===== src/hw/rtl/cstl_pkg.sv =====
package cstl_pkg;

   typedef struct packed {
      logic       cmd;
      logic [7:0] source_byte;
   } req_type;

   typedef struct packed {
      logic [2:0]  kind;
      logic [4:0]  reserved_code;
      logic [23:0] start_position;
      logic [15:0] token_length;
      logic [30:0] token_value;
      logic [1:0]  error_code;
      logic [23:0] error_line;
      logic        last_of_run;
   } rsp_type;

   typedef enum logic [3:0] {
      MODE_IDLE, MODE_WORD, MODE_NUMBER, MODE_OPPEND, MODE_LINECMT,
      MODE_BLOCK, MODE_BLOCKSTAR, MODE_STRING, MODE_STRESC, MODE_HALT
   } mode_type;

   localparam logic [2:0] KIND_RESERVED = 3'd0;
   localparam logic [2:0] KIND_IDENT    = 3'd1;
   localparam logic [2:0] KIND_NUMBER   = 3'd2;
   localparam logic [2:0] KIND_STRING   = 3'd3;
   localparam logic [2:0] KIND_STRCHAR  = 3'd4;
   localparam logic [2:0] KIND_END      = 3'd5;
   localparam logic [2:0] KIND_ERROR    = 3'd6;

   localparam logic [1:0] ERR_BAD_CHAR  = 2'd0;
   localparam logic [1:0] ERR_COMMENT   = 2'd1;
   localparam logic [1:0] ERR_STRING    = 2'd2;
   localparam logic [1:0] ERR_TOO_LONG  = 2'd3;

   localparam logic [4:0] CODE_EQ   = 5'd8;
   localparam logic [4:0] CODE_NE   = 5'd9;
   localparam logic [4:0] CODE_LE   = 5'd10;
   localparam logic [4:0] CODE_GE   = 5'd11;
   localparam logic [4:0] CODE_OP1  = 5'd12;

   localparam logic [15:0] LEN_MAX = 16'hFFFF;
   localparam logic [30:0] VAL_MAX = 31'h7FFF_FFFF;

   function automatic logic [4:0] op1_index(input logic [7:0] c);
      logic [4:0] r;
      r = 5'd31;
      unique case (c)
         "+": r = 5'd0;
         "-": r = 5'd1;
         "*": r = 5'd2;
         "/": r = 5'd3;
         "(": r = 5'd4;
         ")": r = 5'd5;
         "<": r = 5'd6;
         ">": r = 5'd7;
         ";": r = 5'd8;
         "=": r = 5'd9;
         "{": r = 5'd10;
         "}": r = 5'd11;
         ",": r = 5'd12;
         "&": r = 5'd13;
         "[": r = 5'd14;
         "]": r = 5'd15;
         default: r = 5'd31;
      endcase
      return r;
   endfunction

   function automatic logic [7:0] escape_of(input logic [7:0] c);
      logic [7:0] r;
      unique case (c)
         "a": r = 8'd7;
         "b": r = 8'd8;
         "t": r = 8'd9;
         "n": r = 8'd10;
         "v": r = 8'd11;
         "f": r = 8'd12;
         "r": r = 8'd13;
         "e": r = 8'd27;
         "0": r = 8'd0;
         default: r = c;
      endcase
      return r;
   endfunction

   // keyword code, or 8 for none
   function automatic logic [3:0] keyword_of(input logic [47:0] w, input logic [15:0] len);
      logic [3:0] r;
      r = 4'd8;
      if (len == 16'd6 && w == "return") r = 4'd0;
      if (len == 16'd2 && w[15:0] == "if") r = 4'd1;
      if (len == 16'd4 && w[31:0] == "else") r = 4'd2;
      if (len == 16'd5 && w[39:0] == "while") r = 4'd3;
      if (len == 16'd3 && w[23:0] == "for") r = 4'd4;
      if (len == 16'd3 && w[23:0] == "int") r = 4'd5;
      if (len == 16'd4 && w[31:0] == "char") r = 4'd6;
      if (len == 16'd6 && w == "sizeof") r = 4'd7;
      return r;
   endfunction

endpackage


===== src/hw/rtl/c_subset_token_lexer.sv =====
// c_subset_token_lexer: streaming lexer for a small C subset
//
// req channel: one beat per source byte (cmd 0) or end of input (cmd 1).
// rsp channel: token beats; one input beat gives zero, one or two result
// beats, the last one flagged by last_of_run.
// an accepted byte is lexed in the same cycle it is taken; its results go to
// a two-entry output queue, so the first result is registered into it at the
// accepting edge. a byte is taken in every cycle while the queue has room for
// two results, so the throughput is one byte per cycle; a two-result beat
// drains at one result per cycle.
// when the receiver stalls the queue holds, and req_stall rises while the
// queue holds two results, or holds one that the receiver is stalling.
// reset (synchronous, active high) returns the lexer to idle, position 0,
// line 1, and empties the queue. after an error beat all further input
// beats are consumed without results until reset.
// end of input flushes a pending token, emits the end beat and restarts the
// lexer for a new source; an error in the flush halts it with no end beat.
module c_subset_token_lexer #(
   parameter int MAX_STRING_CHARS = 1024,
   parameter int POSITION_BITS    = 24
) (
   input  logic               clock,
   input  logic               reset,
   input  logic               req_valid,
   output logic               req_stall,
   input  cstl_pkg::req_type  req_data,
   output logic               rsp_valid,
   input  logic               rsp_stall,
   output cstl_pkg::rsp_type  rsp_data
);
   import cstl_pkg::*;

   localparam logic [POSITION_BITS-1:0] POS_MAX = '1;
   localparam logic [10:0] STR_LIMIT = 11'(MAX_STRING_CHARS);

   // lexer state
   mode_type                 mode_ff, mode_in;
   logic [POSITION_BITS-1:0] pos_ff, pos_in;
   logic [POSITION_BITS-1:0] line_ff, line_in;
   logic [POSITION_BITS-1:0] start_ff, start_in;
   logic [15:0]              len_ff, len_in;
   logic [30:0]              acc_ff, acc_in;
   logic [47:0]              win_ff, win_in;
   logic [7:0]               pend_ff, pend_in;
   logic [10:0]              scount_ff, scount_in;

   // output queue, entry 0 is the head
   rsp_type     q_ff [2];
   rsp_type     q_in [2];
   logic [1:0]  qn_ff, qn_in;

   rsp_type     r [2];
   logic [1:0]  rn;
   logic        take, pop;

   // take only when the queue is empty once this cycle's pop is done
   assign req_stall = (qn_ff == 2'd2) || (qn_ff == 2'd1 && rsp_stall);
   assign take      = req_valid && !req_stall;
   assign rsp_valid = (qn_ff != 2'd0);
   assign rsp_data  = q_ff[0];
   assign pop       = rsp_valid && !rsp_stall;

   function automatic rsp_type mk(input logic [2:0] k, input logic [4:0] code,
                                  input logic [POSITION_BITS-1:0] st,
                                  input logic [15:0] ln, input logic [30:0] v,
                                  input logic [1:0] ec,
                                  input logic [POSITION_BITS-1:0] el);
      rsp_type o;
      o.kind           = k;
      o.reserved_code  = code;
      o.start_position = 24'(st);
      o.token_length   = ln;
      o.token_value    = v;
      o.error_code     = ec;
      o.error_line     = 24'(el);
      o.last_of_run    = 1'b0;
      return o;
   endfunction

   logic [7:0]  c;
   logic        is_alpha, is_digit, is_space;
   logic [3:0]  kw;
   logic [4:0]  op_i, pend_i;
   logic [34:0] acc_mul;
   logic [15:0] len_p1;

   always_comb begin
      c        = req_data.source_byte;
      is_alpha = (c >= "a" && c <= "z") || (c >= "A" && c <= "Z");
      is_digit = (c >= "0" && c <= "9");
      is_space = (c == " ") || (c >= 8'd9 && c <= 8'd13);
      kw       = keyword_of(win_ff, len_ff);
      op_i     = op1_index(c);
      pend_i   = op1_index(pend_ff);
      acc_mul  = {4'd0, acc_ff} * 35'd10 + 35'(c - "0");
      len_p1   = (len_ff == LEN_MAX) ? len_ff : len_ff + 16'd1;
   end

   // one step of the lexer
   always_comb begin
      logic do_idle;
      logic err;
      rsp_type e0, e1;
      do_idle   = 1'b0;
      err       = 1'b0;
      e0        = '0;
      e1        = '0;
      rn        = 2'd0;
      mode_in   = mode_ff;
      pos_in    = pos_ff;
      line_in   = line_ff;
      start_in  = start_ff;
      len_in    = len_ff;
      acc_in    = acc_ff;
      win_in    = win_ff;
      pend_in   = pend_ff;
      scount_in = scount_ff;
      r[0]      = '0;
      r[1]      = '0;
      if (take && mode_ff != MODE_HALT) begin
         if (req_data.cmd) begin
            // end of input: flush, then end beat unless the flush is an error
            priority case (mode_ff)
               MODE_WORD: begin
                  r[0] = (kw != 4'd8) ?
                     mk(KIND_RESERVED, {1'b0, kw}, start_ff, len_ff, '0, '0, '0) :
                     mk(KIND_IDENT, '0, start_ff, len_ff, '0, '0, '0);
                  rn = 2'd1;
               end
               MODE_NUMBER: begin
                  r[0] = mk(KIND_NUMBER, '0, start_ff, len_ff, acc_ff, '0, '0);
                  rn = 2'd1;
               end
               MODE_OPPEND: begin
                  if (pend_i == 5'd31) begin
                     r[0] = mk(KIND_ERROR, '0, start_ff, '0, '0, ERR_BAD_CHAR, line_ff);
                     err = 1'b1;
                  end else begin
                     r[0] = mk(KIND_RESERVED, CODE_OP1 + pend_i, start_ff, 16'd1, '0,
                               '0, '0);
                  end
                  rn = 2'd1;
               end
               MODE_BLOCK, MODE_BLOCKSTAR: begin
                  r[0] = mk(KIND_ERROR, '0, pos_ff, '0, '0, ERR_COMMENT, line_ff);
                  rn = 2'd1;
                  err = 1'b1;
               end
               MODE_STRING, MODE_STRESC: begin
                  r[0] = mk(KIND_ERROR, '0, pos_ff, '0, '0,
                            (mode_ff == MODE_STRING && scount_ff >= STR_LIMIT) ?
                            ERR_TOO_LONG : ERR_STRING, line_ff);
                  rn = 2'd1;
                  err = 1'b1;
               end
               default: ;
            endcase
            if (err) begin
               mode_in = MODE_HALT;
            end else begin
               r[rn[0]] = mk(KIND_END, '0, pos_ff, '0, '0, '0, '0);
               rn = rn + 2'd1;
               mode_in = MODE_IDLE;
               pos_in = '0;
               line_in = POSITION_BITS'(1);
               start_in = '0;
               len_in = '0;
               acc_in = '0;
               win_in = '0;
               pend_in = '0;
               scount_in = '0;
            end
         end else begin
            priority case (mode_ff)
               MODE_IDLE: do_idle = 1'b1;
               MODE_WORD: begin
                  if (is_alpha || is_digit) begin
                     len_in = len_p1;
                     win_in = {win_ff[39:0], c};
                  end else begin
                     e0 = (kw != 4'd8) ?
                        mk(KIND_RESERVED, {1'b0, kw}, start_ff, len_ff, '0, '0, '0) :
                        mk(KIND_IDENT, '0, start_ff, len_ff, '0, '0, '0);
                     rn = 2'd1;
                     mode_in = MODE_IDLE;
                     do_idle = 1'b1;
                  end
               end
               MODE_NUMBER: begin
                  if (is_digit) begin
                     len_in = len_p1;
                     acc_in = (acc_mul > {4'd0, VAL_MAX}) ? VAL_MAX : acc_mul[30:0];
                  end else begin
                     e0 = mk(KIND_NUMBER, '0, start_ff, len_ff, acc_ff, '0, '0);
                     rn = 2'd1;
                     mode_in = MODE_IDLE;
                     do_idle = 1'b1;
                  end
               end
               MODE_OPPEND: begin
                  if (pend_ff == "/" && c == "/") begin
                     mode_in = MODE_LINECMT;
                  end else if (pend_ff == "/" && c == "*") begin
                     mode_in = MODE_BLOCK;
                  end else if (pend_ff != "/" && c == "=") begin
                     e0 = mk(KIND_RESERVED, (pend_ff == "=") ? CODE_EQ :
                             (pend_ff == "!") ? CODE_NE : (pend_ff == "<") ? CODE_LE :
                             CODE_GE, start_ff, 16'd2, '0, '0, '0);
                     rn = 2'd1;
                     mode_in = MODE_IDLE;
                  end else if (pend_i == 5'd31) begin
                     e0 = mk(KIND_ERROR, '0, start_ff, '0, '0, ERR_BAD_CHAR, line_ff);
                     rn = 2'd1;
                     mode_in = MODE_HALT;
                  end else begin
                     e0 = mk(KIND_RESERVED, CODE_OP1 + pend_i, start_ff, 16'd1, '0,
                             '0, '0);
                     rn = 2'd1;
                     mode_in = MODE_IDLE;
                     do_idle = 1'b1;
                  end
               end
               MODE_LINECMT: if (c == 8'h0A) mode_in = MODE_IDLE;
               MODE_BLOCK: if (c == "*") mode_in = MODE_BLOCKSTAR;
               MODE_BLOCKSTAR: begin
                  if (c == "/") mode_in = MODE_IDLE;
                  else if (c != "*") mode_in = MODE_BLOCK;
               end
               MODE_STRING: begin
                  if (scount_ff >= STR_LIMIT) begin
                     e0 = mk(KIND_ERROR, '0, pos_ff, '0, '0, ERR_TOO_LONG, line_ff);
                     rn = 2'd1;
                     mode_in = MODE_HALT;
                  end else begin
                     len_in = len_p1;
                     if (c == "\"") begin
                        e0 = mk(KIND_STRING, '0, start_ff, len_p1, 31'(scount_ff),
                                '0, '0);
                        rn = 2'd1;
                        mode_in = MODE_IDLE;
                     end else if (c == "\\") begin
                        mode_in = MODE_STRESC;
                     end else begin
                        e0 = mk(KIND_STRCHAR, '0, pos_ff, 16'd1, 31'(c), '0, '0);
                        rn = 2'd1;
                        scount_in = scount_ff + 11'd1;
                     end
                  end
               end
               MODE_STRESC: begin
                  len_in = len_p1;
                  e0 = mk(KIND_STRCHAR, '0, pos_ff - POSITION_BITS'(1), 16'd2,
                          31'(escape_of(c)), '0, '0);
                  rn = 2'd1;
                  scount_in = scount_ff + 11'd1;
                  mode_in = MODE_STRING;
               end
               default: ;
            endcase
            // fresh byte in idle context
            if (do_idle && !is_space) begin
               start_in = pos_ff;
               if (is_alpha) begin
                  mode_in = MODE_WORD;
                  len_in = 16'd1;
                  win_in = {40'd0, c};
               end else if (is_digit) begin
                  mode_in = MODE_NUMBER;
                  len_in = 16'd1;
                  acc_in = 31'(c - "0");
               end else if (c == "\"") begin
                  mode_in = MODE_STRING;
                  len_in = 16'd1;
                  scount_in = '0;
               end else if (c == "/" || c == "=" || c == "<" || c == ">" || c == "!") begin
                  mode_in = MODE_OPPEND;
                  pend_in = c;
               end else if (op_i != 5'd31) begin
                  e1 = mk(KIND_RESERVED, CODE_OP1 + op_i, pos_ff, 16'd1, '0, '0, '0);
                  rn = rn + 2'd1;
               end else begin
                  e1 = mk(KIND_ERROR, '0, pos_ff, '0, '0, ERR_BAD_CHAR, line_ff);
                  rn = rn + 2'd1;
                  mode_in = MODE_HALT;
               end
            end
            if (rn == 2'd2) begin
               r[0] = e0;
               r[1] = e1;
            end else if (e0.kind != 3'd0 || e0.reserved_code != 5'd0 ||
                         e0.token_length != 16'd0) begin
               r[0] = e0;
            end else begin
               r[0] = e1;
            end
            if (c == 8'h0A && line_ff != POS_MAX) line_in = line_ff + POSITION_BITS'(1);
            pos_in = pos_ff + POSITION_BITS'(1);
         end
         if (rn != 2'd0) r[rn[1]].last_of_run = 1'b1;
      end
   end

   // output queue
   always_comb begin
      q_in[0] = q_ff[0];
      q_in[1] = q_ff[1];
      qn_in   = qn_ff;
      if (pop) begin
         q_in[0] = q_ff[1];
         qn_in   = qn_ff - 2'd1;
      end
      if (rn != 2'd0) begin
         q_in[0] = r[0];
         q_in[1] = r[1];
         qn_in   = rn;
      end
   end

   always_ff @(posedge clock) begin
      if (reset) begin
         mode_ff   <= MODE_IDLE;
         pos_ff    <= '0;
         line_ff   <= POSITION_BITS'(1);
         start_ff  <= '0;
         len_ff    <= '0;
         acc_ff    <= '0;
         win_ff    <= '0;
         pend_ff   <= '0;
         scount_ff <= '0;
         qn_ff     <= '0;
      end else begin
         mode_ff   <= mode_in;
         pos_ff    <= pos_in;
         line_ff   <= line_in;
         start_ff  <= start_in;
         len_ff    <= len_in;
         acc_ff    <= acc_in;
         win_ff    <= win_in;
         pend_ff   <= pend_in;
         scount_ff <= scount_in;
         qn_ff     <= qn_in;
      end
      q_ff[0] <= q_in[0];
      q_ff[1] <= q_in[1];
   end

   // results only arrive into a queue that is empty after this cycle's pop
   assert property (@(posedge clock) disable iff (reset)
      rn != 2'd0 |-> qn_ff == 2'd0 || (qn_ff == 2'd1 && pop))
      else $error("result while queue busy");
   // a halted lexer never produces results
   assert property (@(posedge clock) disable iff (reset) mode_ff == MODE_HALT |-> rn == 2'd0)
      else $error("result while halted");
   // an error beat in the first result slot halts the lexer
   assert property (@(posedge clock) disable iff (reset)
      rn != 2'd0 && r[0].kind == KIND_ERROR |=> mode_ff == MODE_HALT)
      else $error("error without halt");
   // string count never exceeds its limit
   assert property (@(posedge clock) disable iff (reset) scount_ff <= STR_LIMIT)
      else $error("string count overflow");

endmodule

===== config.mk =====
export PLATFORM = sky130hd
export DESIGN_NAME = c_subset_token_lexer
export DESIGN_NICKNAME = d
export VERILOG_FILES = /design/src/hw/rtl/cstl_pkg.sv /design/src/hw/rtl/c_subset_token_lexer.sv
export SDC_FILE = /design/constraint.sdc
export NUM_CORES = 1
export LEC_CHECK = 0
export BUFFER_PORTS_ARGS = -buffer_cell sky130_fd_sc_hd__buf_2
export CAP_MARGIN = 20
export CORE_ASPECT_RATIO = 1.75
export CORE_UTILIZATION = 50
export DETAILED_ROUTE_END_ITERATION = 6
export PLACE_DENSITY_LB_ADDON = 0.05
export SLEW_MARGIN = 10
export SYNTH_ARGS = -nofsm -noshare
export SYNTH_HDL_FRONTEND = slang
export SYNTH_SLANG_ARGS = --single-unit

===== constraint.sdc =====
create_clock -name clock -period 24.9 [get_ports clock]
set_clock_uncertainty 0.1 [all_clocks]
set_input_delay 2.49 -clock clock [delete_from_list [all_inputs] [get_ports clock]]
set_output_delay 2.49 -clock clock [all_outputs]
set_load 0.01 [all_outputs]

==> flow_summary.html, run 1 <==
<table>
<tr><th>Metric</th><th>Value</th></tr>
<tr><th colspan="2">Critical path</th></tr>
<tr><td>Kind of start point of the critical path</td><td>primary input</td></tr>
<tr><td>Critical path class</td><td>primary input to flip-flop</td></tr>
<tr><td>Largest fanout on the critical path</td><td>73</td></tr>
<tr><td>Nature of the critical path endpoint</td><td>flip-flop</td></tr>
<tr><td>Data arrival time of the worst path</td><td>around 8.4 ns</td></tr>
<tr><td>Critical path required time</td><td>~25 ns</td></tr>
<tr><th colspan="2">Timing</th></tr>
<tr><td>Slew at the pin closest to its max-slew limit</td><td>1.16 ns</td></tr>
<tr><td>Hold violation count in the final report</td><td>0</td></tr>
<tr><td>Fin Setup TNS</td><td>0 ns</td></tr>
<tr><td>Maximum clock rate</td><td>123 MHz</td></tr>
<tr><td>Final Max Slew Viols</td><td>0</td></tr>
<tr><td>Normalized max-slew margin</td><td>~22%</td></tr>
<tr><td>Final-report setup violation count</td><td>0</td></tr>
<tr><td>WHS</td><td>~0.36 ns</td></tr>
<tr><td>RSZ-0062 raised after global routing</td><td>no</td></tr>
<tr><td>Period minus WS final</td><td>roughly 8.1 ns</td></tr>
<tr><td>Ratio of final minimum period to clock period</td><td>roughly a third</td></tr>
<tr><th colspan="2">Layout</th></tr>
<tr><td>Antenna cells</td><td>0</td></tr>
<tr><td>Layout-stage area growth over the synthesis result</td><td>5.85%</td></tr>
<tr><td>Filler cell count</td><td>~4,400</td></tr>
<tr><td>Fraction of layout cells with a size suffix above 1</td><td>between 10% and 20%</td></tr>
<tr><td>NumNets Final</td><td>2,877</td></tr>
<tr><th colspan="2">Clock tree</th></tr>
<tr><td>Clock sink count</td><td>356</td></tr>
<tr><td>CTS max path bufs</td><td>3</td></tr>
<tr><td>Clock root buffer</td><td>sky130_fd_sc_hd__clkbuf_16</td></tr>
<tr><td>Clock tree from TritonCTS</td><td>done</td></tr>
<tr><td>Number of hold buffers added after cts</td><td>0</td></tr>
<tr><td>Post CTS Setup Buffer Count</td><td>0</td></tr>
<tr><td>Clock-pin slew on the worst setup and hold paths</td><td>about 0.070 ns</td></tr>
<tr><td>Post-cts gate resize count</td><td>0</td></tr>
<tr><td># H-tree levels</td><td>2</td></tr>
<tr><td>CTS Buf Count</td><td>35</td></tr>
<tr><td>Clk_lat worst skew</td><td>around 0.57 ns</td></tr>
<tr><th colspan="2">Logic synthesis</th></tr>
<tr><td>Post-synth ARST share</td><td>0%</td></tr>
<tr><td>Sequential area share after synthesis</td><td>a little under two fifths</td></tr>
<tr><td>Mean cell area of the mapped netlist</td><td>between 8 and 9 um2</td></tr>
<tr><td>Post-synthesis share of cell area spent on and, or, nand and nor gates</td><td>between 20 and 25%</td></tr>
<tr><td>Xor and xnor area share after synthesis</td><td>roughly 3.2%</td></tr>
<tr><td>Combinational family with the most area after synthesis</td><td>simple AND/OR/NAND/NOR gates</td></tr>
<tr><td>Post-synthesis mux area share</td><td>0.546%</td></tr>
<tr><td>Count of state elements after synthesis</td><td>356</td></tr>
<tr><td>Cell area after synthesis</td><td>between 20,000 and 25,000 um2</td></tr>
<tr><td>Total of warnings raised by yosys</td><td>0</td></tr>
<tr><td>Area share of fa/ha/maj cells after synthesis</td><td>under 10%</td></tr>
<tr><td>Synthesized netlist net count</td><td>2,976</td></tr>
<tr><td>Distinct cell type count of the synthesized netlist</td><td>112</td></tr>
<tr><td>Most repeated cell in the gate-level netlist after synthesis</td><td>sky130_fd_sc_hd__nor2_1</td></tr>
<tr><td>Post-synthesis compound-gate area fraction</td><td>~23%</td></tr>
<tr><td>Synthesized netlist cell count</td><td>between 2,000 and 3,000</td></tr>
<tr><td>Synth top area cells</td><td>sky130_fd_sc_hd__edfxtp_1, sky130_fd_sc_hd__dfxtp_1, sky130_fd_sc_hd__ha_1, sky130_fd_sc_hd__a21oi_1, sky130_fd_sc_hd__nor2_1</td></tr>
<tr><td>Dominant cell type by area after synthesis</td><td>sky130_fd_sc_hd__edfxtp_1</td></tr>
<tr><td>Top cell type's share of synthesized area</td><td>20.7%</td></tr>
<tr><td>EDFF count, synth</td><td>roughly 160</td></tr>
<tr><td>Most frequent cells after synthesis</td><td>sky130_fd_sc_hd__nor2_1, sky130_fd_sc_hd__nand2_1, sky130_fd_sc_hd__a21oi_1, sky130_fd_sc_hd__dfxtp_1, sky130_fd_sc_hd__edfxtp_1</td></tr>
<tr><td>Top FF cell, synth</td><td>sky130_fd_sc_hd__dfxtp_1</td></tr>
<tr><th colspan="2">Detailed routing</th></tr>
<tr><td>Number of detailed-routing iterations run before antenna repair</td><td>6</td></tr>
<tr><td>Routed metal-1 wirelength</td><td>~29,000 um</td></tr>
<tr><td>Met3 Wirelength</td><td>3890 um</td></tr>
<tr><td>Wire length on met2</td><td>43,100 um</td></tr>
<tr><td>Routed via count</td><td>around 22,000</td></tr>
<tr><td>Vias per cell</td><td>about 6.5</td></tr>
<tr><td>Count of antenna-violating nets left after detailed routing</td><td>0</td></tr>
<tr><td>Top routing layer in use</td><td>met5</td></tr>
<tr><td>Post-detailed-route DRC marker count</td><td>0</td></tr>
<tr><td>Detailed router's first-iteration violation count</td><td>1,883</td></tr>
<tr><td>Average wire per cell in the routed design</td><td>24.6 um</td></tr>
<tr><td>Post-detailed-routing wire length</td><td>just over 80,000 um</td></tr>
<tr><th colspan="2">Die</th></tr>
<tr><td>Core outline area</td><td>roughly 47,000 um2</td></tr>
<tr><td>Width of the chip</td><td>167 um</td></tr>
<tr><td>DIE AREA</td><td>between 40,000 and 50,000 um2</td></tr>
<tr><td>Top-level I/O count</td><td>121</td></tr>
<tr><td>Initial cell density of the core</td><td>roughly half</td></tr>
<tr><td>Die height</td><td>between 200 and 300 um</td></tr>
<tr><td>Count of standard-cell rows</td><td>105</td></tr>
<tr><th colspan="2">Placement</th></tr>
<tr><td>Port-buffer cells</td><td>120</td></tr>
<tr><td>Half-perimeter wire length of the detailed placement result</td><td>between 60,000 and 70,000 um</td></tr>
<tr><td>Gp weighted congestion</td><td>roughly 0.95</td></tr>
<tr><th colspan="2">Power and ir drop</th></tr>
<tr><td>Gate power share</td><td>between 30% and 40%</td></tr>
<tr><td>Relative contribution of sequential cells to total power</td><td>between 30% and 40%</td></tr>
<tr><td>Worst vdd rail ir drop</td><td>0.0000506 V</td></tr>
<tr><td>Switching power</td><td>slightly above 0.9 mW</td></tr>
<tr><td>Lkg Pwr</td><td>~10 nW</td></tr>
<tr><td>Switching portion of total power</td><td>approximately two fifths</td></tr>
<tr><td>Cell internal pwr</td><td>1.38 mW</td></tr>
<tr><td>Clk pwr share</td><td>25.4%</td></tr>
<tr><td>Power per unit of standard cell area</td><td>~91 nW/um2</td></tr>
<tr><th colspan="2">Flow run</th></tr>
<tr><td>Max-capacitance violation count</td><td>0</td></tr>
<tr><th colspan="2">Global routing</th></tr>
<tr><td>Vias in the first global route</td><td>21,300</td></tr>
<tr><td>Global-route wire length before repair</td><td>roughly 120,000 um</td></tr>
<tr><td>GRT Residual Overflow</td><td>0</td></tr>
<tr><td>Antenna violations before repair</td><td>1</td></tr>
<tr><td>Global-route usage over all layers</td><td>around a third</td></tr>
<tr><td>Maximum number of pins on one net before global-route repair</td><td>74</td></tr>
<tr><th colspan="2">Worst hold path</th></tr>
<tr><td>Class of the most critical hold timing path</td><td>flip-flop to flip-flop</td></tr>
<tr><th colspan="2">Outcome</th></tr>
<tr><td>Status</td><td>finished, final reports clean</td></tr>
</table>
[logic make-up after synthesis]
| logic type | count (synthesis) |
|---|---|
| AO/OA/AOI/OAI | 817 |
| XOR/XNOR | 86 |
| flip-flops | 356 |
| adder cells (fa/ha/maj) | 116 |
| multiplexers | 13 |
| AND/OR/NAND/NOR | 1120 |
| buffers and inverters | 339 |
[metrics by stage]
step                total power [mW]  setup WS [ns]  area [um2]  util (%)  instances
finish                          2.29          16.76       25200      53.8       3362
global route                    2.38          16.38       25200      53.8       3362
CTS                             2.29          16.82       25200      53.8       3362
detailed placement              1.71          16.25       24000      51.2       3299
global placement                1.70          16.36       24000      51.2       3299
floorplan                       1.51          14.17       23800         -       2847
[critical path, cell delays in order]
cell	delay [ns]
sky130_fd_sc_hd__buf_2	0.18
sky130_fd_sc_hd__ha_1	0.45
sky130_fd_sc_hd__nand3b_1	0.33
sky130_fd_sc_hd__a21oi_1	0.09
sky130_fd_sc_hd__a211oi_1	0.79
sky130_fd_sc_hd__a21o_1	0.47
sky130_fd_sc_hd__o31a_1	0.31
sky130_fd_sc_hd__nand2_1	0.13
sky130_fd_sc_hd__o21ai_1	0.47
sky130_fd_sc_hd__nor2_4	0.25
sky130_fd_sc_hd__buf_4	0.37
sky130_fd_sc_hd__inv_4	0.65
sky130_fd_sc_hd__buf_4	0.81
sky130_fd_sc_hd__and3_1	0.39
sky130_fd_sc_hd__o2bb2ai_1	0.15
[state kept, by name, indices dropped and copies added (netlist names)]
signal / flops
q_ff: 164
win_ff: 48
acc_ff: 31
line_ff: 24
pos_ff: 24
start_ff: 24
len_ff: 16
scount_ff: 11
pend_ff: 8
mode_ff: 4
qn_ff: 2
[placed cells by master, fill, tap and decap left out, drive strengths merged, types with 23 or more instances in the layout]
cell type / n
xnor2: 48
inv: 47
nand2: 282
a311oi: 23
clkbuf: 45
a22oi: 63
buf: 158
nor3: 68
a31oi: 45
a21oi: 254
o21ai: 151
or3: 28
and3: 60
nor2b: 39
nand4: 39
a211oi: 25
dfxtp: 192
nor2: 328
ha: 114
nand3: 93
and2: 44
edfxtp: 164
a21o: 43
nor4: 23
xor2: 37
nand2b: 24
[power by group through the flow]
| stage | clock (mW) | sequential, mW | combinational, mW |
|---|---|---|---|
| global route | 0.605 | 0.902 | 0.873 |
| floorplan | 0 | 0.909 | 0.606 |
| detailed placement | 0 | 0.901 | 0.806 |
| CTS | 0.588 | 0.891 | 0.809 |
| global placement | 0 | 0.902 | 0.799 |
| finish | 0.580 | 0.890 | 0.817 |
[worst paths after layout]
path	startpoint	end	slack [ns]	cells after the start
max	req_data[4]	q_ff[0][29]	16.76	15
min	start_ff[11]	start_ff[11]	0.36	2
max reg2reg	acc_ff[1]	acc_ff[9]	17.35	23
min reg2reg	start_ff[11]	start_ff[11]	0.36	2
[layer usage]
layer / up-vias / GRT usage [%]
met2: 818 / 62.2
li1: 10200 / -
met4: 2 / 24.2
met3: 293 / 4.37
met1: 10500 / 33.6
met5: - / 0
[final cells by class]
type	count	area, um2	area share, %
multi-input cells	2152	13400	53.2
flip-flops and latches	356	8770	34.8
clock buffers	45	986	3.91
repair buffers	158	888	3.52
well taps	588	736	2.92
clock inverters	18	249	0.987
inverters	45	171	0.679
No activity file was read; power rests on OpenSTA's default activity.
==> inputs of run 2 (changes only) <==
Clock period 24.9 ns to 6.5 ns, I/O delays scaled along.
==> flow_summary.html, run 2 (synthesized netlist as in run 1, its figures left out) <==
<table>
<tr><th>Metric</th><th>Value</th></tr>
<tr><th colspan="2">Outcome</th></tr>
<tr><td>Status</td><td>finished, violations left</td></tr>
<tr><td>Violated checks</td><td>DRC</td></tr>
<tr><th colspan="2">Clock tree</th></tr>
<tr><td># H-tree levels</td><td>2 (unchanged)</td></tr>
<tr><td>Clk_lat worst skew</td><td>0.56 ns (about the same)</td></tr>
<tr><td>Clock root buffer</td><td>sky130_fd_sc_hd__clkbuf_16</td></tr>
<tr><td>Clock tree from TritonCTS</td><td>done</td></tr>
<tr><td>Clock sink count</td><td>356 (unchanged)</td></tr>
<tr><td>CTS max path bufs</td><td>3 (unchanged)</td></tr>
<tr><td>CTS Buf Count</td><td>36 (+2.9%)</td></tr>
<tr><td>Number of hold buffers added after cts</td><td>0 (unchanged)</td></tr>
<tr><td>Clock-pin slew on the worst setup and hold paths</td><td>0.07 ns (about the same)</td></tr>
<tr><th colspan="2">Critical path</th></tr>
<tr><td>Crit-path leading delay family</td><td>compound AO/OA/AOI/OAI gates</td></tr>
<tr><td>Kind of start point of the critical path</td><td>flip-flop</td></tr>
<tr><td>Buffers and inverters on the worst path</td><td>1 (-3)</td></tr>
<tr><td>Slowest cell on crit path</td><td>sky130_fd_sc_hd__a2111o_1</td></tr>
<tr><td>Largest fanout on the critical path</td><td>8 (-89%)</td></tr>
<tr><td>Critical path class</td><td>flip-flop to flip-flop</td></tr>
<tr><td>Nature of the critical path endpoint</td><td>flip-flop</td></tr>
<tr><td>Data arrival time of the worst path</td><td>6.54 ns (-1.87 ns)</td></tr>
<tr><td>Largest stage delay on the critical path</td><td>0.51 ns (-0.30 ns)</td></tr>
<tr><td>Worst path cell trace</td><td>ha_1 -&gt; ha_1 -&gt; a211oi_2 -&gt; o21ai_0 -&gt; a31oi_2 -&gt; o21ai_1 -&gt; a221o_1 -&gt; and4_1 -&gt; o31a_1 -&gt; buf_4 -&gt; and3_1 -&gt; o21ai_0 -&gt; a221oi_1 -&gt; ha_1 -&gt; a31o_2 -&gt; o41a_1 -&gt; o21ba_2 -&gt; a21oi_1 -&gt; xor2_1 -&gt; a2111o_1 -&gt; o31a_1 -&gt; o31a_1</td></tr>
<tr><td>Critical path required time</td><td>6.84 ns (-18.34 ns)</td></tr>
<tr><th colspan="2">Power and ir drop</th></tr>
<tr><td>Switching portion of total power</td><td>39.0% (-0.74 points)</td></tr>
<tr><td>Switching power</td><td>3.48 mW (+280%)</td></tr>
<tr><td>Worst vdd rail ir drop</td><td>0.000231 V (+360%)</td></tr>
<tr><td>Relative contribution of sequential cells to total power</td><td>37.6% (-1.3 points)</td></tr>
<tr><td>Power per unit of standard cell area</td><td>347 nW/um2 (+280%)</td></tr>
<tr><td>Clk pwr share</td><td>25.6% (+0.2 points)</td></tr>
<tr><td>Cell internal pwr</td><td>5.44 mW (+300%)</td></tr>
<tr><td>Gate power share</td><td>36.8% (+1.1 points)</td></tr>
<tr><td>Post-route total power</td><td>8.92 mW (+290%)</td></tr>
<tr><td>Lkg Pwr</td><td>9.98 nW (+2.6%)</td></tr>
<tr><th colspan="2">Layout</th></tr>
<tr><td>Largest registers</td><td>q_ff (164), win_ff (48), acc_ff (31)</td></tr>
<tr><td>Antenna cells</td><td>0 (unchanged)</td></tr>
<tr><td>Area of the multi-input gates</td><td>13,500 um2 (+0.19%)</td></tr>
<tr><td>Filler cell count</td><td>4,376 (-0.66%)</td></tr>
<tr><td>Top library cells by usage in the layout, fill and taps aside</td><td>sky130_fd_sc_hd__nor2_1, sky130_fd_sc_hd__nand2_1, sky130_fd_sc_hd__a21oi_1, sky130_fd_sc_hd__dfxtp_1, sky130_fd_sc_hd__edfxtp_1</td></tr>
<tr><td>Most common library cell in the layout ignoring fill and taps</td><td>sky130_fd_sc_hd__nor2_1</td></tr>
<tr><td>Number of flip-flops under the largest register name</td><td>164 (unchanged)</td></tr>
<tr><td>Utilization of the core after routing</td><td>54.8% (+0.99 points)</td></tr>
<tr><td>Most flop-heavy register</td><td>q_ff</td></tr>
<tr><td>Combined flip-flop and latch cell area</td><td>8770 um2 (about the same)</td></tr>
<tr><td>Layout-stage area growth over the synthesis result</td><td>7.80%</td></tr>
<tr><td>NumNets Final</td><td>2,924 (+1.6%)</td></tr>
<tr><td>Fraction of layout cells with a size suffix above 1</td><td>12.1% (+1.9 points)</td></tr>
<tr><th colspan="2">Placement</th></tr>
<tr><td>Gp weighted congestion</td><td>1.02 (+7.9%)</td></tr>
<tr><td>Half-perimeter wire length of the detailed placement result</td><td>58,700 um (-2.2%)</td></tr>
<tr><td>Port-buffer cells</td><td>120 (unchanged)</td></tr>
<tr><th colspan="2">Die</th></tr>
<tr><td>Top-level I/O count</td><td>121 (unchanged)</td></tr>
<tr><td>Width of the chip</td><td>167 um (unchanged)</td></tr>
<tr><td>Die height</td><td>291 um (unchanged)</td></tr>
<tr><td>Core outline area</td><td>46,900 um2 (unchanged)</td></tr>
<tr><td>Initial cell density of the core</td><td>50.8% (unchanged)</td></tr>
<tr><td>Count of standard-cell rows</td><td>105 (unchanged)</td></tr>
<tr><td>DIE AREA</td><td>48,600 um2 (unchanged)</td></tr>
<tr><th colspan="2">Global routing</th></tr>
<tr><td>GRT Residual Overflow</td><td>0 (unchanged)</td></tr>
<tr><td>Vias in the first global route</td><td>21,200 (-0.13%)</td></tr>
<tr><td>Maximum number of pins on one net before global-route repair</td><td>77 (+4.1%)</td></tr>
<tr><td>Global-route usage over all layers</td><td>32.8% (-0.54 points)</td></tr>
<tr><td>Global-route wire length before repair</td><td>124,000 um (-0.79%)</td></tr>
<tr><td>Antenna violations before repair</td><td>1 (unchanged)</td></tr>
<tr><th colspan="2">Timing</th></tr>
<tr><td>Ratio of final minimum period to clock period</td><td>between 90% and 100%</td></tr>
<tr><td>Final-report setup violation count</td><td>0 (unchanged)</td></tr>
<tr><td>Period minus WS final</td><td>6.19 ns</td></tr>
<tr><td>Hold violation count in the final report</td><td>0 (unchanged)</td></tr>
<tr><td>Maximum clock rate</td><td>162 MHz</td></tr>
<tr><td>Final Max Slew Viols</td><td>0 (unchanged)</td></tr>
<tr><td>Normalized max-slew margin</td><td>25.5% (+3.5 points)</td></tr>
<tr><td>Slew at the pin closest to its max-slew limit</td><td>1.11 ns (-0.0503 ns)</td></tr>
<tr><td>Fin Setup TNS</td><td>0 ns (unchanged)</td></tr>
<tr><th colspan="2">Detailed routing</th></tr>
<tr><td>Average wire per cell in the routed design</td><td>23.8 um (-3.4%)</td></tr>
<tr><td>Detailed router's first-iteration violation count</td><td>1,899 (+0.85%)</td></tr>
<tr><td>Post-detailed-route DRC marker count</td><td>5 (+5)</td></tr>
<tr><td>Routed via count</td><td>22,000 (+0.79%)</td></tr>
<tr><td>Number of detailed-routing iterations run before antenna repair</td><td>7 (+1)</td></tr>
<tr><td>Vias per cell</td><td>6.44 (-0.65%)</td></tr>
<tr><td>Post-detailed-routing wire length</td><td>81,000 um (-2.0%)</td></tr>
<tr><td>Count of antenna-violating nets left after detailed routing</td><td>0 (unchanged)</td></tr>
<tr><th colspan="2">Worst hold path</th></tr>
<tr><td>Class of the most critical hold timing path</td><td>flip-flop to flip-flop</td></tr>
<tr><th colspan="2">Flow run</th></tr>
<tr><td>Max-capacitance violation count</td><td>0 (unchanged)</td></tr>
</table>
-- run 2: cell count changes in the layout (fill, tap and decap cells not counted), moves of 2 or more --
cell	change
sky130_fd_sc_hd__buf_4	+40
sky130_fd_sc_hd__buf_12	+5
sky130_fd_sc_hd__clkinvlp_4	+4
sky130_fd_sc_hd__inv_6	+3
sky130_fd_sc_hd__o21ai_0	-3
sky130_fd_sc_hd__o21ai_1	+3
sky130_fd_sc_hd__clkbuf_1	-2
sky130_fd_sc_hd__clkinv_8	-2
-- run 2: worst paths after layout --
path	depth (start not counted)	slack, ns	start	end
setup reg to reg	22	0.31	acc_ff[2]	acc_ff[1]
hold reg to reg	2	0.35	start_ff[12]	start_ff[12]
hold / removal	2	0.35	start_ff[12]	start_ff[12]
setup / recovery	22	0.31	acc_ff[2]	acc_ff[1]
-- run 2: worst reg2reg max path, stage by stage, from the launching register on --
cell	delay (ns)
sky130_fd_sc_hd__dfxtp_1	0.44
sky130_fd_sc_hd__ha_1	0.30
sky130_fd_sc_hd__ha_1	0.32
sky130_fd_sc_hd__a211oi_2	0.25
sky130_fd_sc_hd__o21ai_0	0.20
sky130_fd_sc_hd__a31oi_2	0.30
sky130_fd_sc_hd__o21ai_1	0.16
sky130_fd_sc_hd__a221o_1	0.37
sky130_fd_sc_hd__and4_1	0.23
sky130_fd_sc_hd__o31a_1	0.29
sky130_fd_sc_hd__buf_4	0.15
sky130_fd_sc_hd__and3_1	0.17
sky130_fd_sc_hd__o21ai_0	0.13
sky130_fd_sc_hd__a221oi_1	0.13
sky130_fd_sc_hd__ha_1	0.42
sky130_fd_sc_hd__a31o_2	0.28
sky130_fd_sc_hd__o41a_1	0.32
sky130_fd_sc_hd__o21ba_2	0.24
sky130_fd_sc_hd__a21oi_1	0.04
sky130_fd_sc_hd__xor2_1	0.20
sky130_fd_sc_hd__a2111o_1	0.51
sky130_fd_sc_hd__o31a_1	0.29
sky130_fd_sc_hd__o31a_1	0.23
-- run 2: metrics by stage --
stage,hold slack [ns],instances,setup slack (ns),area (um2)
2_1_floorplan,0.332,2847,0.119,23800
3_3_place_gp,0.338,3343,0.193,24400
3_5_place_dp,0.346,3343,0.139,24400
4_1_cts,0.355,3409,0.0889,25600
5_1_grt,0.373,3411,-0.0198,25700
6_report,0.353,3411,0.309,25700
-- run 2: layout make-up --
type / count / area share (%)
clock inverter: 23 / 1.11
tap: 588 / 2.86
clock buffer: 43 / 3.81
sequential: 356 / 34.1
timing repair buffer: 204 / 5.06
multi-input combinational: 2152 / 52.4
inverter: 45 / 0.667
-- run 2: metal layers --
layer	vias up	global-route usage, %	part of all wire (%)
met5	-	0	0
met4	0	24.3	8.0
met3	318	3.98	5.0
met2	887	59.8	51
met1	10500	34.3	36
li1	10300	-	-
-- run 2: power groups by stage --
| stage | logic [mW] | registers (mW) | clock network [mW] |
|---|---|---|---|
| floorplan | 2.32 | 3.37 | 0 |
| global placement | 3.22 | 3.40 | 0 |
| detailed placement | 3.25 | 3.41 | 0 |
| CTS | 3.25 | 3.36 | 2.32 |
| global route | 3.51 | 3.40 | 2.40 |
| finish | 3.28 | 3.36 | 2.28 |
-- run 2: timing repair --
| item | in CTS | in global routing |
|---|---|---|
| gates resized for setup | 0 | 9 |
| buffers inserted | 0 | 1 |
| endpoints found under the setup margin | 0 | 31 |
==> inputs of run 3 (changes only) <==
Settings changed: SETUP_SLACK_MARGIN from default to 0.5.
==> flow_summary.html, run 3 (synthesized netlist as in run 1, its figures left out) <==
<table>
<tr><th>Metric</th><th>Value</th></tr>
<tr><th colspan="2">Outcome</th></tr>
<tr><td>Status</td><td>finished, violations left</td></tr>
<tr><td>Violated checks</td><td>DRC</td></tr>
<tr><th colspan="2">Clock tree</th></tr>
<tr><td># H-tree levels</td><td>2 (unchanged)</td></tr>
<tr><td>Number of hold buffers added after cts</td><td>0 (unchanged)</td></tr>
<tr><td>Clock-pin slew on the worst setup and hold paths</td><td>0.06 ns (about the same)</td></tr>
<tr><td>Clock sink count</td><td>356 (unchanged)</td></tr>
<tr><td>CTS Buf Count</td><td>38 (+5.6%)</td></tr>
<tr><td>Clock tree from TritonCTS</td><td>done</td></tr>
<tr><td>Clk_lat worst skew</td><td>0.56 ns (about the same)</td></tr>
<tr><td>Clock root buffer</td><td>sky130_fd_sc_hd__clkbuf_16</td></tr>
<tr><td>CTS max path bufs</td><td>3 (unchanged)</td></tr>
<tr><th colspan="2">Global routing</th></tr>
<tr><td>Global-route usage over all layers</td><td>33.0% (+0.21 points)</td></tr>
<tr><td>Global-route wire length before repair</td><td>124,000 um (+0.31%)</td></tr>
<tr><td>Antenna violations before repair</td><td>0 (-1)</td></tr>
<tr><td>Maximum number of pins on one net before global-route repair</td><td>89 (+16%)</td></tr>
<tr><td>GRT Residual Overflow</td><td>0 (unchanged)</td></tr>
<tr><td>Vias in the first global route</td><td>21,400 (+0.93%)</td></tr>
<tr><th colspan="2">Critical path</th></tr>
<tr><td>Critical path required time</td><td>6.85 ns (about the same)</td></tr>
<tr><td>Data arrival time of the worst path</td><td>6.31 ns (-0.23 ns)</td></tr>
<tr><td>Nature of the critical path endpoint</td><td>flip-flop</td></tr>
<tr><td>Largest fanout on the critical path</td><td>6 (-2)</td></tr>
<tr><td>Critical path class</td><td>flip-flop to flip-flop</td></tr>
<tr><td>Kind of start point of the critical path</td><td>flip-flop</td></tr>
<tr><th colspan="2">Power and ir drop</th></tr>
<tr><td>Power per unit of standard cell area</td><td>336 nW/um2 (-3.3%)</td></tr>
<tr><td>Switching power</td><td>3.52 mW (+1.0%)</td></tr>
<tr><td>Gate power share</td><td>37.9% (+1.1 points)</td></tr>
<tr><td>Post-route total power</td><td>8.92 mW (about the same)</td></tr>
<tr><td>Relative contribution of sequential cells to total power</td><td>37.4% (-0.2 points)</td></tr>
<tr><td>Lkg Pwr</td><td>10.2 nW (+2.5%)</td></tr>
<tr><td>Cell internal pwr</td><td>5.40 mW (-0.72%)</td></tr>
<tr><td>Worst vdd rail ir drop</td><td>0.000225 V (-2.8%)</td></tr>
<tr><td>Clk pwr share</td><td>24.7% (-0.9 points)</td></tr>
<tr><td>Switching portion of total power</td><td>39.4% (+0.42 points)</td></tr>
<tr><th colspan="2">Die</th></tr>
<tr><td>Width of the chip</td><td>167 um (unchanged)</td></tr>
<tr><td>Count of standard-cell rows</td><td>105 (unchanged)</td></tr>
<tr><td>Die height</td><td>291 um (unchanged)</td></tr>
<tr><td>DIE AREA</td><td>48,600 um2 (unchanged)</td></tr>
<tr><td>Initial cell density of the core</td><td>50.8% (unchanged)</td></tr>
<tr><td>Core outline area</td><td>46,900 um2 (unchanged)</td></tr>
<tr><td>Top-level I/O count</td><td>121 (unchanged)</td></tr>
<tr><th colspan="2">Layout</th></tr>
<tr><td>Most flop-heavy register</td><td>q_ff</td></tr>
<tr><td>Antenna cells</td><td>0 (unchanged)</td></tr>
<tr><td>Largest registers</td><td>q_ff (164), win_ff (48), acc_ff (31)</td></tr>
<tr><td>Layout-stage area growth over the synthesis result</td><td>11.4%</td></tr>
<tr><td>Filler cell count</td><td>4,343 (-0.75%)</td></tr>
<tr><td>Fraction of layout cells with a size suffix above 1</td><td>15.5% (+3.4 points)</td></tr>
<tr><td>Top library cells by usage in the layout, fill and taps aside</td><td>sky130_fd_sc_hd__nor2_1, sky130_fd_sc_hd__nand2_1, sky130_fd_sc_hd__a21oi_1, sky130_fd_sc_hd__dfxtp_1, sky130_fd_sc_hd__edfxtp_1</td></tr>
<tr><td>Number of flip-flops under the largest register name</td><td>164 (unchanged)</td></tr>
<tr><td>NumNets Final</td><td>2,964 (+1.4%)</td></tr>
<tr><td>Utilization of the core after routing</td><td>56.6% (+1.8 points)</td></tr>
<tr><td>Most common library cell in the layout ignoring fill and taps</td><td>sky130_fd_sc_hd__nor2_1</td></tr>
<tr><th colspan="2">Detailed routing</th></tr>
<tr><td>Vias per cell</td><td>6.42 (-0.36%)</td></tr>
<tr><td>Post-detailed-routing wire length</td><td>82,600 um (+2.0%)</td></tr>
<tr><td>Post-detailed-route DRC marker count</td><td>15 (+10)</td></tr>
<tr><td>Average wire per cell in the routed design</td><td>23.9 um (+0.75%)</td></tr>
<tr><td>Detailed router's first-iteration violation count</td><td>1,626 (-14%)</td></tr>
<tr><td>Number of detailed-routing iterations run before antenna repair</td><td>7 (unchanged)</td></tr>
<tr><td>Routed via count</td><td>22,200 (+0.84%)</td></tr>
<tr><td>Count of antenna-violating nets left after detailed routing</td><td>0 (unchanged)</td></tr>
<tr><th colspan="2">Timing</th></tr>
<tr><td>Period minus WS final</td><td>5.96 ns (-0.233 ns)</td></tr>
<tr><td>Maximum clock rate</td><td>168 MHz (+3.9%)</td></tr>
<tr><td>Final-report setup violation count</td><td>0 (unchanged)</td></tr>
<tr><td>RSZ-0062 raised after global routing</td><td>yes</td></tr>
<tr><td>WHS</td><td>0.355 ns (+0.00149 ns)</td></tr>
<tr><td>Ratio of final minimum period to clock period</td><td>91.7% (-3.6 points)</td></tr>
<tr><td>Final worst setup slack</td><td>0.542 ns (+0.233 ns)</td></tr>
<tr><td>Slew at the pin closest to its max-slew limit</td><td>1.12 ns (+0.00861 ns)</td></tr>
<tr><td>Final Max Slew Viols</td><td>0 (unchanged)</td></tr>
<tr><td>Hold violation count in the final report</td><td>0 (unchanged)</td></tr>
<tr><td>Normalized max-slew margin</td><td>24.3% (-1.1 points)</td></tr>
<tr><td>Fin Setup TNS</td><td>0 ns (unchanged)</td></tr>
<tr><th colspan="2">Worst hold path</th></tr>
<tr><td>Class of the most critical hold timing path</td><td>flip-flop to flip-flop</td></tr>
<tr><th colspan="2">Flow run</th></tr>
<tr><td>Max-capacitance violation count</td><td>0 (unchanged)</td></tr>
<tr><th colspan="2">Placement</th></tr>
<tr><td>Half-perimeter wire length of the detailed placement result</td><td>59,400 um (+1.2%)</td></tr>
<tr><td>Worst setup timing slack at the placement stage</td><td>0.0869 ns (-0.0519 ns)</td></tr>
<tr><td>Gp weighted congestion</td><td>0.999 (-2.4%)</td></tr>
<tr><td>Port-buffer cells</td><td>120 (unchanged)</td></tr>
</table>
==> run 3: worst max-delay path, cell delays in order, from the launching register on <==
cell and delay [ns]:
sky130_fd_sc_hd__dfxtp_1 0.33, sky130_fd_sc_hd__buf_4 0.15, sky130_fd_sc_hd__ha_1 0.30, sky130_fd_sc_hd__ha_2 0.32, sky130_fd_sc_hd__a21o_1 0.20, sky130_fd_sc_hd__a21oi_2 0.18, sky130_fd_sc_hd__o21ai_4 0.10, sky130_fd_sc_hd__a221o_1 0.33
sky130_fd_sc_hd__and4_1 0.23, sky130_fd_sc_hd__o31a_1 0.33, sky130_fd_sc_hd__buf_6 0.14, sky130_fd_sc_hd__a211o_1 0.32, sky130_fd_sc_hd__a21oi_2 0.18, sky130_fd_sc_hd__xnor2_2 0.10, sky130_fd_sc_hd__ha_1 0.33, sky130_fd_sc_hd__and4_4 0.24
sky130_fd_sc_hd__nand4_1 0.17, sky130_fd_sc_hd__o31ai_4 0.34, sky130_fd_sc_hd__a21oi_2 0.09, sky130_fd_sc_hd__xnor3_1 0.20, sky130_fd_sc_hd__buf_4 0.14, sky130_fd_sc_hd__a2111o_1 0.46, sky130_fd_sc_hd__o31a_1 0.33, sky130_fd_sc_hd__o31a_1 0.23
==> run 3: metal layers <==
metal	wire length [um]	GRT usage, %	vias to the layer above
met1	29100	33.7	10600
met5	0	0	-
met4	7100	25.3	0
met3	3930	3.99	326
met2	42500	60.8	841
li1	-	-	10400
==> run 3: power groups by stage <==
stage | Sequential (mW) | Clock, mW | Combinational (mW)
after floorplan | 3.37 | 0 | 2.32
after global placement | 3.38 | 0 | 3.30
after detailed placement | 3.39 | 0 | 3.33
after CTS | 3.35 | 2.24 | 3.34
after global routing | 3.39 | 2.32 | 3.60
final | 3.34 | 2.20 | 3.38
==> run 3: path summary, 6_finish.rpt <==
| check | startpoint | endpoint | slack (ns) | cells after the start |
|---|---|---|---|---|
| worst min-delay path | start_ff[4] | start_ff[4] | 0.35 | 2 |
| worst min register to register | start_ff[4] | start_ff[4] | 0.35 | 2 |
| worst max-delay path | acc_ff[12] | acc_ff[1] | 0.54 | 23 |
| worst max register to register | acc_ff[12] | acc_ff[1] | 0.54 | 23 |
==> run 3: cell type report <==
type | instances | area [um2] | share of cell area, %
clock buffer | 55 | 1080 | 4.09
clock inverter | 14 | 158 | 0.594
inverter | 45 | 171 | 0.646
multi-input combinational | 2152 | 14000 | 52.6
sequential | 356 | 8790 | 33.1
tap | 588 | 736 | 2.77
timing repair buffer | 242 | 1650 | 6.23
==> run 3: stage by stage <==
step,instance area [um2],std cells
3_5_place_dp,24500,3352
2_1_floorplan,23800,2847
6_report,26500,3452
3_3_place_gp,24500,3352
4_1_cts,26000,3434
5_1_grt,26500,3452
==> run 3: timing repair <==
item / in CTS / in global routing
resized for setup: 39 / 70
pin swaps: 20 / 42
gates cloned: 2 / 1
setup endpoints to repair: 31 / 31
setup buffers: 11 / 16
